## config.mk

```make
export PLATFORM = sky130hd
export DESIGN_NAME = double_ended_queue_unit
export DESIGN_NICKNAME = d
export VERILOG_FILES = /design/src/hdl/deq_pkg.sv /design/src/hdl/double_ended_queue_unit.sv /design/src/hdl/deq_ram.sv /design/src/hdl/deq_ctrl.sv
export SDC_FILE = /design/constraint.sdc
export NUM_CORES = 1
export LEC_CHECK = 0
export ABC_CLOCK_PERIOD_IN_PS = 6000
export BUFFER_PORTS_ARGS = -buffer_cell sky130_fd_sc_hd__buf_2
export CORE_UTILIZATION = 30
export DETAILED_ROUTE_END_ITERATION = 12
export SYNTH_ARGS = -nofsm -noshare
export SYNTH_HDL_FRONTEND = slang
export SYNTH_SLANG_ARGS = --single-unit
```

## constraint.sdc

```tcl
create_clock -name clk -period 6 [get_ports clk]
set_input_delay 1.2 -clock clk [delete_from_list [all_inputs] [get_ports clk]]
set_output_delay 1.2 -clock clk [all_outputs]
set_load 0.05 [all_outputs]
```

## src/hdl/deq_pkg.sv

```systemverilog
// Shared types and codes for the double-ended queue unit.
// Holds the request and response payload structs and the operation and status codes.
// Depends on nothing.
package deq_pkg;

	localparam logic [1:0] OP_PUSH_FRONT = 2'd0;
	localparam logic [1:0] OP_PUSH_BACK  = 2'd1;
	localparam logic [1:0] OP_POP_FRONT  = 2'd2;
	localparam logic [1:0] OP_POP_BACK   = 2'd3;

	localparam logic [1:0] ST_DONE      = 2'd0;
	localparam logic [1:0] ST_POP_EMPTY = 2'd1;
	localparam logic [1:0] ST_PUSH_FULL = 2'd2;

	localparam int COUNT_OUT_W = 5;

	typedef struct packed {
		logic [1:0]         func;
		logic signed [31:0] push_value;
	} deq_req_t;

	typedef struct packed {
		logic signed [31:0]     front_value;
		logic signed [31:0]     rear_value;
		logic                   is_empty;
		logic                   is_full;
		logic [COUNT_OUT_W-1:0] entry_count;
		logic [1:0]             status;
	} deq_rsp_t;

	typedef struct packed {
		logic       is_empty;
		logic       is_full;
		logic [1:0] status;
		logic       fwd_front;
		logic       fwd_rear;
	} deq_flags_t;

endpackage

```

## src/hdl/double_ended_queue_unit.sv

```systemverilog
// Double-ended queue of signed 32-bit values held in a synchronous RAM.
// Request channel req (req_valid, req_ready) carries func and push_value; response
// channel rsp (rsp_valid, rsp_ready) carries one result per request transaction.
// A request transaction updates the head, tail and count registers, writes a pushed
// value and reads the new front and rear entries from the RAM at the same edge.
// The RAM read data is registered at that edge, and the result is then loaded into the output
// register once that register is free; a result passes the RAM read register and the output register.
// A new request is not taken before the result of the last one is loaded into the output register;
// req_ready is high again in the cycle after the result is loaded.
// A push on a full queue or a pop on an empty queue leaves the queue unchanged and
// reports status 2 or 1; an empty queue reports -1 as front and rear value.
// Reset (arst_n low) empties the queue and clears rsp_valid; the RAM is not cleared,
// and no entry that was not written reaches a response.
// While the receiver stalls, the result waits in the output register; the next request
// transaction is still taken, and its result waits in the RAM read register until the
// output register is free.
module double_ended_queue_unit
	import deq_pkg::*;
#(
	parameter int DEPTH = 16
) (
	input  logic     clk,
	input  logic     arst_n,
	input  logic     req_valid,
	output logic     req_ready,
	input  deq_req_t req,
	output logic     rsp_valid,
	input  logic     rsp_ready,
	output deq_rsp_t rsp
);

	localparam int AW = $clog2(DEPTH);
	localparam int CW = $clog2(DEPTH + 1);

	localparam logic STATE_IDLE = 1'b0;
	localparam logic STATE_BUSY = 1'b1;

	logic               state_q;
	logic               accept, load_out;
	logic               wr_en;
	logic [AW-1:0]      wr_addr, rd_front_addr, rd_rear_addr;
	logic [CW-1:0]      count_next, count_s1;
	logic [CW+4:0]      count_ext;
	deq_flags_t         flags, flags_s1;
	logic signed [31:0] value_s1;
	logic [31:0]        rd_front, rd_rear;
	logic               out_valid_q;
	deq_rsp_t           out_q, out_n;

	assign req_ready = (state_q == STATE_IDLE);
	assign accept    = req_valid && req_ready;
	assign load_out  = (state_q == STATE_BUSY) && (!out_valid_q || rsp_ready);

	deq_ctrl #(
		.DEPTH(DEPTH)
	) u_ctrl (
		.clk          (clk),
		.arst_n       (arst_n),
		.accept       (accept),
		.func         (req.func),
		.wr_en        (wr_en),
		.wr_addr      (wr_addr),
		.rd_front_addr(rd_front_addr),
		.rd_rear_addr (rd_rear_addr),
		.count_next   (count_next),
		.flags        (flags)
	);

	deq_ram #(
		.WIDTH(32),
		.DEPTH(DEPTH)
	) u_ram (
		.clk    (clk),
		.we     (wr_en),
		.waddr  (wr_addr),
		.wdata  (req.push_value),
		.re     (accept),
		.raddr_a(rd_front_addr),
		.raddr_b(rd_rear_addr),
		.rdata_a(rd_front),
		.rdata_b(rd_rear)
	);

	always_ff @(posedge clk) begin
		if (accept) begin
			flags_s1 <= flags;
			count_s1 <= count_next;
			value_s1 <= req.push_value;
		end
		if (load_out) begin
			out_q <= out_n;
		end
	end

	assign count_ext = {5'd0, count_s1};

	always_comb begin
		out_n.is_empty    = flags_s1.is_empty;
		out_n.is_full     = flags_s1.is_full;
		out_n.status      = flags_s1.status;
		out_n.entry_count = count_ext[COUNT_OUT_W-1:0];
		if (flags_s1.is_empty) begin
			out_n.front_value = -32'sd1;
			out_n.rear_value  = -32'sd1;
		end else begin
			out_n.front_value = flags_s1.fwd_front ? value_s1 : $signed(rd_front);
			out_n.rear_value  = flags_s1.fwd_rear ? value_s1 : $signed(rd_rear);
		end
	end

	always_ff @(posedge clk or negedge arst_n) begin
		if (!arst_n) begin
			state_q     <= STATE_IDLE;
			out_valid_q <= 1'b0;
		end else begin
			unique case (state_q)
				STATE_IDLE: begin
					if (accept) begin
						state_q <= STATE_BUSY;
					end
				end
				STATE_BUSY: begin
					if (load_out) begin
						state_q <= STATE_IDLE;
					end
				end
				default: begin
					state_q <= STATE_IDLE;
				end
			endcase
			if (load_out) begin
				out_valid_q <= 1'b1;
			end else if (rsp_ready) begin
				out_valid_q <= 1'b0;
			end
		end
	end

	assign rsp_valid = out_valid_q;
	assign rsp       = out_q;

`ifndef ASSERT_OFF
	a_one_in_flight: assert property (@(posedge clk) disable iff (!arst_n)
		(req_valid && req_ready) |=> !req_ready)
		else $error("Request taken while another transaction is in flight.");

	a_empty_values: assert property (@(posedge clk) disable iff (!arst_n)
		(rsp_valid && rsp.is_empty) |->
			(rsp.front_value == -32'sd1 && rsp.rear_value == -32'sd1))
		else $error("Empty queue reports stored values.");

	a_load_after_busy: assert property (@(posedge clk) disable iff (!arst_n)
		load_out |=> (rsp_valid && req_ready))
		else $error("Result load did not show a response and free the request side.");
`endif

endmodule

```

## src/hdl/deq_ram.sv

```systemverilog
// Generic synchronous RAM with one write port and two registered read ports.
// Read data is registered and appears in the cycle after the read enable; depends on nothing.
module deq_ram #(
	parameter int WIDTH = 32,
	parameter int DEPTH = 16
) (
	input  logic                     clk,
	input  logic                     we,
	input  logic [$clog2(DEPTH)-1:0] waddr,
	input  logic [WIDTH-1:0]         wdata,
	input  logic                     re,
	input  logic [$clog2(DEPTH)-1:0] raddr_a,
	input  logic [$clog2(DEPTH)-1:0] raddr_b,
	output logic [WIDTH-1:0]         rdata_a,
	output logic [WIDTH-1:0]         rdata_b
);

	logic [WIDTH-1:0] mem [DEPTH];

	always_ff @(posedge clk) begin
		if (we) begin
			mem[waddr] <= wdata;
		end
		if (re) begin
			rdata_a <= mem[raddr_a];
			rdata_b <= mem[raddr_b];
		end
	end

endmodule

```

## src/hdl/deq_ctrl.sv

```systemverilog
// Pointer and occupancy control for the double-ended queue.
// Computes the next head, tail and count, the store write and the two read addresses.
// Depends on deq_pkg.
module deq_ctrl
	import deq_pkg::*;
#(
	parameter int DEPTH = 16
) (
	input  logic                       clk,
	input  logic                       arst_n,
	input  logic                       accept,
	input  logic [1:0]                 func,
	output logic                       wr_en,
	output logic [$clog2(DEPTH)-1:0]   wr_addr,
	output logic [$clog2(DEPTH)-1:0]   rd_front_addr,
	output logic [$clog2(DEPTH)-1:0]   rd_rear_addr,
	output logic [$clog2(DEPTH+1)-1:0] count_next,
	output deq_flags_t                 flags
);

	localparam int AW = $clog2(DEPTH);
	localparam int CW = $clog2(DEPTH + 1);

	logic [AW-1:0] head_q, tail_q, head_n, tail_n;
	logic [CW-1:0] count_q, count_n;
	logic          empty, full, push;
	logic [1:0]    status;

	function automatic logic [AW-1:0] wrap_inc(input logic [AW-1:0] p);
		return (p == AW'(DEPTH - 1)) ? '0 : p + AW'(1);
	endfunction

	function automatic logic [AW-1:0] wrap_dec(input logic [AW-1:0] p);
		return (p == '0) ? AW'(DEPTH - 1) : p - AW'(1);
	endfunction

	assign empty = (count_q == '0);
	assign full  = (count_q == CW'(DEPTH));

	always_comb begin
		head_n  = head_q;
		tail_n  = tail_q;
		count_n = count_q;
		status  = ST_DONE;
		push    = 1'b0;
		wr_addr = tail_q;
		unique case (func)
			OP_PUSH_FRONT: begin
				if (full) begin
					status = ST_PUSH_FULL;
				end else begin
					head_n  = wrap_dec(head_q);
					wr_addr = head_n;
					push    = 1'b1;
					count_n = count_q + CW'(1);
				end
			end
			OP_PUSH_BACK: begin
				if (full) begin
					status = ST_PUSH_FULL;
				end else begin
					wr_addr = tail_q;
					tail_n  = wrap_inc(tail_q);
					push    = 1'b1;
					count_n = count_q + CW'(1);
				end
			end
			OP_POP_FRONT: begin
				if (empty) begin
					status = ST_POP_EMPTY;
				end else begin
					head_n  = wrap_inc(head_q);
					count_n = count_q - CW'(1);
				end
			end
			OP_POP_BACK: begin
				if (empty) begin
					status = ST_POP_EMPTY;
				end else begin
					tail_n  = wrap_dec(tail_q);
					count_n = count_q - CW'(1);
				end
			end
			default: begin
				status = ST_DONE;
			end
		endcase
	end

	assign wr_en         = accept && push;
	assign rd_front_addr = head_n;
	assign rd_rear_addr  = wrap_dec(tail_n);
	assign count_next    = count_n;

	// A read that hits the entry written in the same cycle takes the pushed value instead.
	assign flags.is_empty  = (count_n == '0);
	assign flags.is_full   = (count_n == CW'(DEPTH));
	assign flags.status    = status;
	assign flags.fwd_front = push && (wr_addr == rd_front_addr);
	assign flags.fwd_rear  = push && (wr_addr == rd_rear_addr);

	always_ff @(posedge clk or negedge arst_n) begin
		if (!arst_n) begin
			head_q  <= '0;
			tail_q  <= '0;
			count_q <= '0;
		end else if (accept) begin
			head_q  <= head_n;
			tail_q  <= tail_n;
			count_q <= count_n;
		end
	end

`ifndef ASSERT_OFF
	a_count_range: assert property (@(posedge clk) disable iff (!arst_n)
		count_q <= CW'(DEPTH))
		else $error("Occupancy exceeds the store depth.");

	a_empty_ptrs: assert property (@(posedge clk) disable iff (!arst_n)
		(count_q == '0) |-> (head_q == tail_q))
		else $error("Empty queue with head and tail apart.");

	a_full_ptrs: assert property (@(posedge clk) disable iff (!arst_n)
		(count_q == CW'(DEPTH)) |-> (head_q == tail_q))
		else $error("Full queue with head and tail apart.");
`endif

endmodule
```

== After elaboration in Yosys (flattened, before gate mapping) ==
Memory sizes are Yosys's and may differ from the RTL's. A register that Yosys moved wholly into a read port is not among the register bits.
Index checks and enable logic that the tools add are counted.

* Memories: 1
* Register bits: 131
* Output and inout port bits: 75
* Word-level logic and storage cells: 82
* RAM bits: 512
* Input port bits: 38

* Add/sub/neg operators: 7
* Bitwise operators: 1
* Muxes and demuxes: 30
* Reduce and logical (&&, ||, !) cells: 16
* Equal/unequal tests: 9

{| class="wikitable"
|+ Memories
! memory !! depth !! width !! read ports !! clocked after memory_dff !! wr ports !! RTL line !! RTL
|-
| u_ram.mem || 16 || 32 || 2 || 2 || 1 || deq_ram.sv:18 || <nowiki>logic [WIDTH-1:0] mem [DEPTH];</nowiki>
|}

{| class="wikitable"
|+ Operators with widths
! operator !! count
|-
| two-way mux 32 bit || 2
|-
| two-way mux 4 bit || 11
|-
| case mux 4 bit (2 select lines) || 2
|-
| logical NOT 4 bit || 3
|-
| subtractor 4 x 1 -> 4 bit, second input constant || 3
|-
| equality test 5 bit, second input constant || 2
|-
| logical NOT 5 bit || 2
|-
| two-way mux 5 bit || 2
|-
| case mux 5 bit (2 select lines) || 1
|-
| two-way mux 1 bit || 9
|-
| adder 4 x 1 -> 4 bit, second input constant || 2
|-
| equality test 4 bit || 2
|-
| equality test 4 bit, second input constant || 2
|-
| adder 5 x 1 -> 5 bit, second input constant || 1
|-
| logical AND 1 bit || 5
|-
| subtractor 5 x 1 -> 5 bit, second input constant || 1
|-
| equality test 2 bit, second input constant || 2
|-
| case mux 2 bit (2 select lines) || 1
|-
| OR reduction 2 bit || 2
|-
| equality test 2 x 1 -> 1 bit, second input constant || 1
|-
| logical NOT 2 bit || 1
|-
| two-way mux 2 bit || 1
|-
| case mux 1 bit (2 select lines) || 1
|-
| nonzero test 2 bit || 1
|-
| 3 further kinds || 3
|}

== Depth between registers and ports, before layout ==
* Depth in word-level cells: 8
* Gate-level depth with buffers: 23
* Depth with buffers taken out: 14

== By module ==
From an unflattened synthesis, not the netlist that was laid out.

* Cells, all modules: 1,601
* Area total of the unflattened synthesis: 31,002.2 µm²

{| class="wikitable"
|+ By module, submodules not included
! module !! instances !! area each (µm²) !! seq. area each (µm²) !! cells an instance
|-
| deq_ram || 1 || 24,828.8 || 17,296.6 || 1,141
|-
| double_ended_queue_unit || 1 || 4,704.5 || 3,533.4 || 273
|-
| deq_ctrl || 1 || 1,468.9 || 325.3 || 187
|}

== Worst setup path before layout ==
No wires, ideal clock.

* Path kind: input port to flip-flop
* Start: in req[32] in the netlist's numbering
* End: reg u_ram.rdata_b[28] (read register of u_ram.mem), data pin
* Setup time: 272 ps
* Stages on the path: 18
* Path slack: 698 ps
* Path buffers: 10
* Data required time: 5,728 ps
* Arrival time: 5,030 ps
* Path through: clkbuf_1 > nand2_1 > a211oi_1 > o211ai_2 > buf_6 > inv_4 > buf_2 > buf_2 > buf_2 > buf_2 > ha_1 > clkbuf_1 > clkbuf_1 > buf_1 > clkbuf_1 > mux2i_1 > a221oi_1 > or4_1

* Cells in the longest elaborated chain, start to end: 4
* Elaborated cells on any way between the ends: 6

{| class="wikitable"
|+ Ends and longest elaborated chain
! what !! RTL line !! RTL
|-
| from (decl) || double_ended_queue_unit.sv:26 || <nowiki>input deq_req_t req,</nowiki>
|-
| equality test 2 bit / equality test 2 x 1 -> 1 bit (equally long branches) || deq_ctrl.sv:47 || <nowiki>unique case (func)</nowiki>
|-
| case mux 4 bit (2 select lines) (*) || deq_ctrl.sv:47 ||
|-
| subtractor 4 x 1 -> 4 bit / logical NOT 4 bit (equally long branches) || deq_ctrl.sv:34 || <nowiki>return (p == '0) ? AW'(DEPTH - 1) : p - AW'(1);</nowiki>
|-
| two-way mux 4 bit (*) || deq_ctrl.sv:34 ||
|-
| to (decl) || deq_ram.sv:15 || <nowiki>output logic [WIDTH-1:0] rdata_b</nowiki>
|}

Every way passes the cells marked *; elsewhere a longest branch is shown, timed or not.
A chain may end at the register's enable or synchronous reset.

== Final worst setup path ==
* Start: reg u_ctrl.count_q[0]
* End: reg u_ram.rdata_b[20] (read register of u_ram.mem), data pin

* Cells in the longest elaborated chain, start to end: 5
* Elaborated cells on any way between the ends: 8

{| class="wikitable"
|+ Ends and longest elaborated chain
! what !! RTL line !! RTL
|-
| from (decl) || deq_ctrl.sv:25 || <nowiki>logic [CW-1:0] count_q, count_n;</nowiki>
|-
| from (signal assigned) || deq_ctrl.sv:110 || <nowiki>count_q <= count_n;</nowiki>
|-
| equality test 5 bit / logical NOT 5 bit (equally long branches) || deq_ctrl.sv:38, deq_ctrl.sv:37 ||
|-
| two-way mux 4 bit, on equally long branches || deq_ctrl.sv:59, deq_ctrl.sv:77 ||
|-
| case mux 4 bit (2 select lines) (*) || deq_ctrl.sv:47 ||
|-
| subtractor 4 x 1 -> 4 bit / logical NOT 4 bit (equally long branches) || deq_ctrl.sv:34 ||
|-
| two-way mux 4 bit (*) || deq_ctrl.sv:34 ||
|}

Marks and branches as above.

==> out/qor.txt <==
Status: finished, violations left
Violated checks: design-rule violations
Largest net degree at the start of global routing: 172
Yosys reg bits: 707
MaxCap Viol Count: 0
Post-synthesis cell type count: 89
Starting DRT DRC Count: 3,495
DRC: 2
Actual slew at the worst max-slew pin: 1.44 ns
Top_reg_cell synth: edfxtp_1
I/O Buffers: 112
Die H: 344 um
DR WL/cell: 25.2 um
Startpoint types: flop
Reg-to-reg critical path startpoint: u_ctrl.count_q[0]
Post-cts resize count: 0
CTS root buffer: clkbuf_16
Routing usage on met3: 0.0372
Post-cts hold buffer count: 0
Most frequent cells in the layout: 692 x edfxtp_1, 667 x nand2_1, 255 x nand3_1, 136 x o21ai_0, 112 x buf_2
Worst EP required: 6.38 ns
Final min period: 4.73 ns
Post-synth EDFFs: 692
Top cells by area, synth: edfxtp_1 59%, nand2_1 7.2%, nand3_1 3.6%
F_max: 0.211 GHz
Worst-path fanout max: 35
Clock power frac: 0.190
Sequential power share: 0.267
Sw Ratio: 0.460
Routed vias/inst: 5.76
Area leader, netlist: edfxtp_1
Relative slew slack: 0.0385
Crit. Startpoint: u_ctrl.count_q[0]
Initial antenna violation count: 9
Layout cells sized above 1: 0.126
WL final: 119 mm
Fin util: 0.344
First-pass GRT wire length: 175 mm
Period Utilization, post-route: 0.789
Synthesized cell area: 35,100 sq um
DR vias: 27.3k
Initial Utilization: 0.303
Core ar.: 116,000 sq um
Total track usage: 0.197
IO Count: 113
Count of final setup violators: 0
Gpl congestion: 0.873
Clk Latency, worst-skew pair: 0.65 ns
Async set or reset register ratio after synthesis: 0.0212
P&R area growth vs syn: 13.8%
Post-CTS setup buffers: 0
Sw power: 11.4 mW
Min Hold Slack: 0.418 ns
Worst vdd ir: 0.000847 V
NumNets Final: 3,201
Die extent in x: 344 um
Vias in the first global route: 26.2k
Hold worst-path end: rsp[4]
Clock sink count: 707
First-pass detailed-route iteration total: 10
Final Max Tran Viols: 0
Worst Skew: 0.0259 ns
Reg2reg setup slack: 1.27 ns
DP Wirelength: 69.1 mm
Tot Pwr: 24.7 mW
Ys Warns: 0
CP arrival: 5.11 ns
Logic pwr share: 0.543
FF-to-FF End: u_ram.rdata_b[20]
Syn_area_per_cell: 11.2 sq um
Critical path endpoint category: flop
Post-route ant nets: 0
Pwr dens: 619 nW/um^2
Hold Crit Class: flop to flop
Int Pwr: 13.4 mW
M2 GR Usage: 0.322
Syn Inst Count: 3,140
Max Buffers Root-to-Sink: 3
CTS Buf Count: 73
Gr busiest metal: met2
Reg2Reg Depth: 13
Die Area: 118,000 sq um
Seq/Total Area, Yosys: 0.603
Clock slew at reported path FFs: 0.06 ns
Hold Vio Cnt, Final: 0
Htree depth: 3
Most common cell after layout, fill and taps aside: edfxtp_1
Setup TNS: 0 ns
Multi-input logic area: 13,000 sq um
Rows: 125
Filler instances: 11.4k
Leak Pwr: 13.6 nW
Hold Crit Depth: 0
Synth top area share: 0.592
GRT met1 Usage: 0.246
Crit Path Class: flop to flop
CTS tree: built
FF/Latch Area: 21,200 sq um
Synth Net Count: 3,188
Grt ovf: 0
RSZ-0062 raised after global routing: no
Hold wc startpoint: count_s1[2]
==> worst max path at each step <==
stage / depth (start not counted) / endpoint / slack, ns
after floorplan: 18 / u_ram.rdata_b[28] / 0.70
after global placement: 14 / u_ram.rdata_b[24] / 1.02
after detailed placement: 14 / u_ram.rdata_b[24] / 0.92
after CTS: 13 / u_ram.rdata_b[26] / 1.37
after global routing: 13 / u_ram.rdata_b[26] / 1.11
final: 13 / u_ram.rdata_b[20] / 1.27
==> cells by family after synthesis <==
group	count (synthesis)	share of synthesized area
AO/OA/AOI/OAI	625	0.132
XOR/XNOR	14	0.00349
adder cells (fa/ha/maj)	10	0.00356
buffers and inverters	281	0.0344
flip-flops	707	0.603
multiplexers	139	0.0427
AND/OR/NAND/NOR	1364	0.182
==> state kept, by name (all words and copies together) (netlist names), 5 cells and up <==
signal / count
u_ctrl.count_q: 5
rsp: 73
u_ram.mem: 512
u_ram.rdata_a: 32
count_s1: 5
value_s1: 32
flags_s1: 6
u_ram.rdata_b: 32
==> critical path: stages, from the launching register on <==
cell      delay (ns)
dfrtp_1         0.42
inv_1           0.16
ha_1            0.29
or4b_4          0.61
nand3_1         0.15
nand4_2         0.26
ha_4            0.28
o211a_1         0.12
a21boi_1        0.16
nand2_4         0.43
nand2_1         0.68
o221ai_1        0.42
nor4_1          0.10
or3_1           0.39
==> power by group through the flow <==
stage	registers, mW	clock network [mW]	logic [mW]
final	6.60	4.70	13.4
after global routing	6.65	4.94	14.2
after global placement	6.70	0	13.0
after CTS	6.60	4.76	13.2
after floorplan	6.85	0	8.66
after detailed placement	6.69	0	13.2
==> per-stage QoR <==
| step | cells | worst slack, ns | area, sq um |
|---|---|---|---|
| after floorplan | 3140 | 0.698 | 35100 |
| after global placement | 4602 | 1.02 | 37500 |
| after detailed placement | 4602 | 0.920 | 37500 |
| after CTS | 4735 | 1.37 | 40000 |
| after global routing | 4737 | 1.11 | 40000 |
| final | 4737 | 1.27 | 40000 |
==> cells in the mapped netlist (4+ instances only) <==
cell type,count
a21oi_1,33
a221oi_1,39
buf_1,15
nor4_1,33
nor3_1,31
edfxtp_1,692
o21bai_1,8
o31a_1,13
o311ai_0,22
or3_1,78
nand3_1,256
a21o_1,8
mux4_2,6
buf_4,7
clkbuf_1,164
a211oi_1,15
nand2b_1,6
nor2_1,83
o31ai_1,28
a2111oi_0,43
buf_6,4
xor2_1,4
a211o_1,79
a22oi_1,12
dfrtp_1,15
or4_1,4
inv_1,15
ha_1,10
and2_1,6
o221ai_1,67
o21a_1,4
o22ai_1,61
o21ai_0,136
a2bb2oi_1,5
nand4_1,62
nand2_1,669
mux2i_1,106
xnor2_1,10
and3_1,16
o21ai_1,4
mux2_2,27
o211ai_1,15
nor2b_1,99
buf_2,75
==> per-layer routing <==
layer  wire, um  part of all wire
met3      11200             0.093
met2      55600              0.47
met5         64           0.00054
met1      46600              0.39
met4       6020             0.050
==> area by class of cell <==
class                      instances  area share
clock buffer                      92      0.0488
tap                             1524      0.0477
sequential                       707       0.529
clock inverter                    41      0.0118
inverter                          16     0.00169
multi-input combinational       2152       0.325
antenna                            2    0.000125
timing repair buffer             203      0.0358
Note: power is estimated with default switching activity, not from simulation.
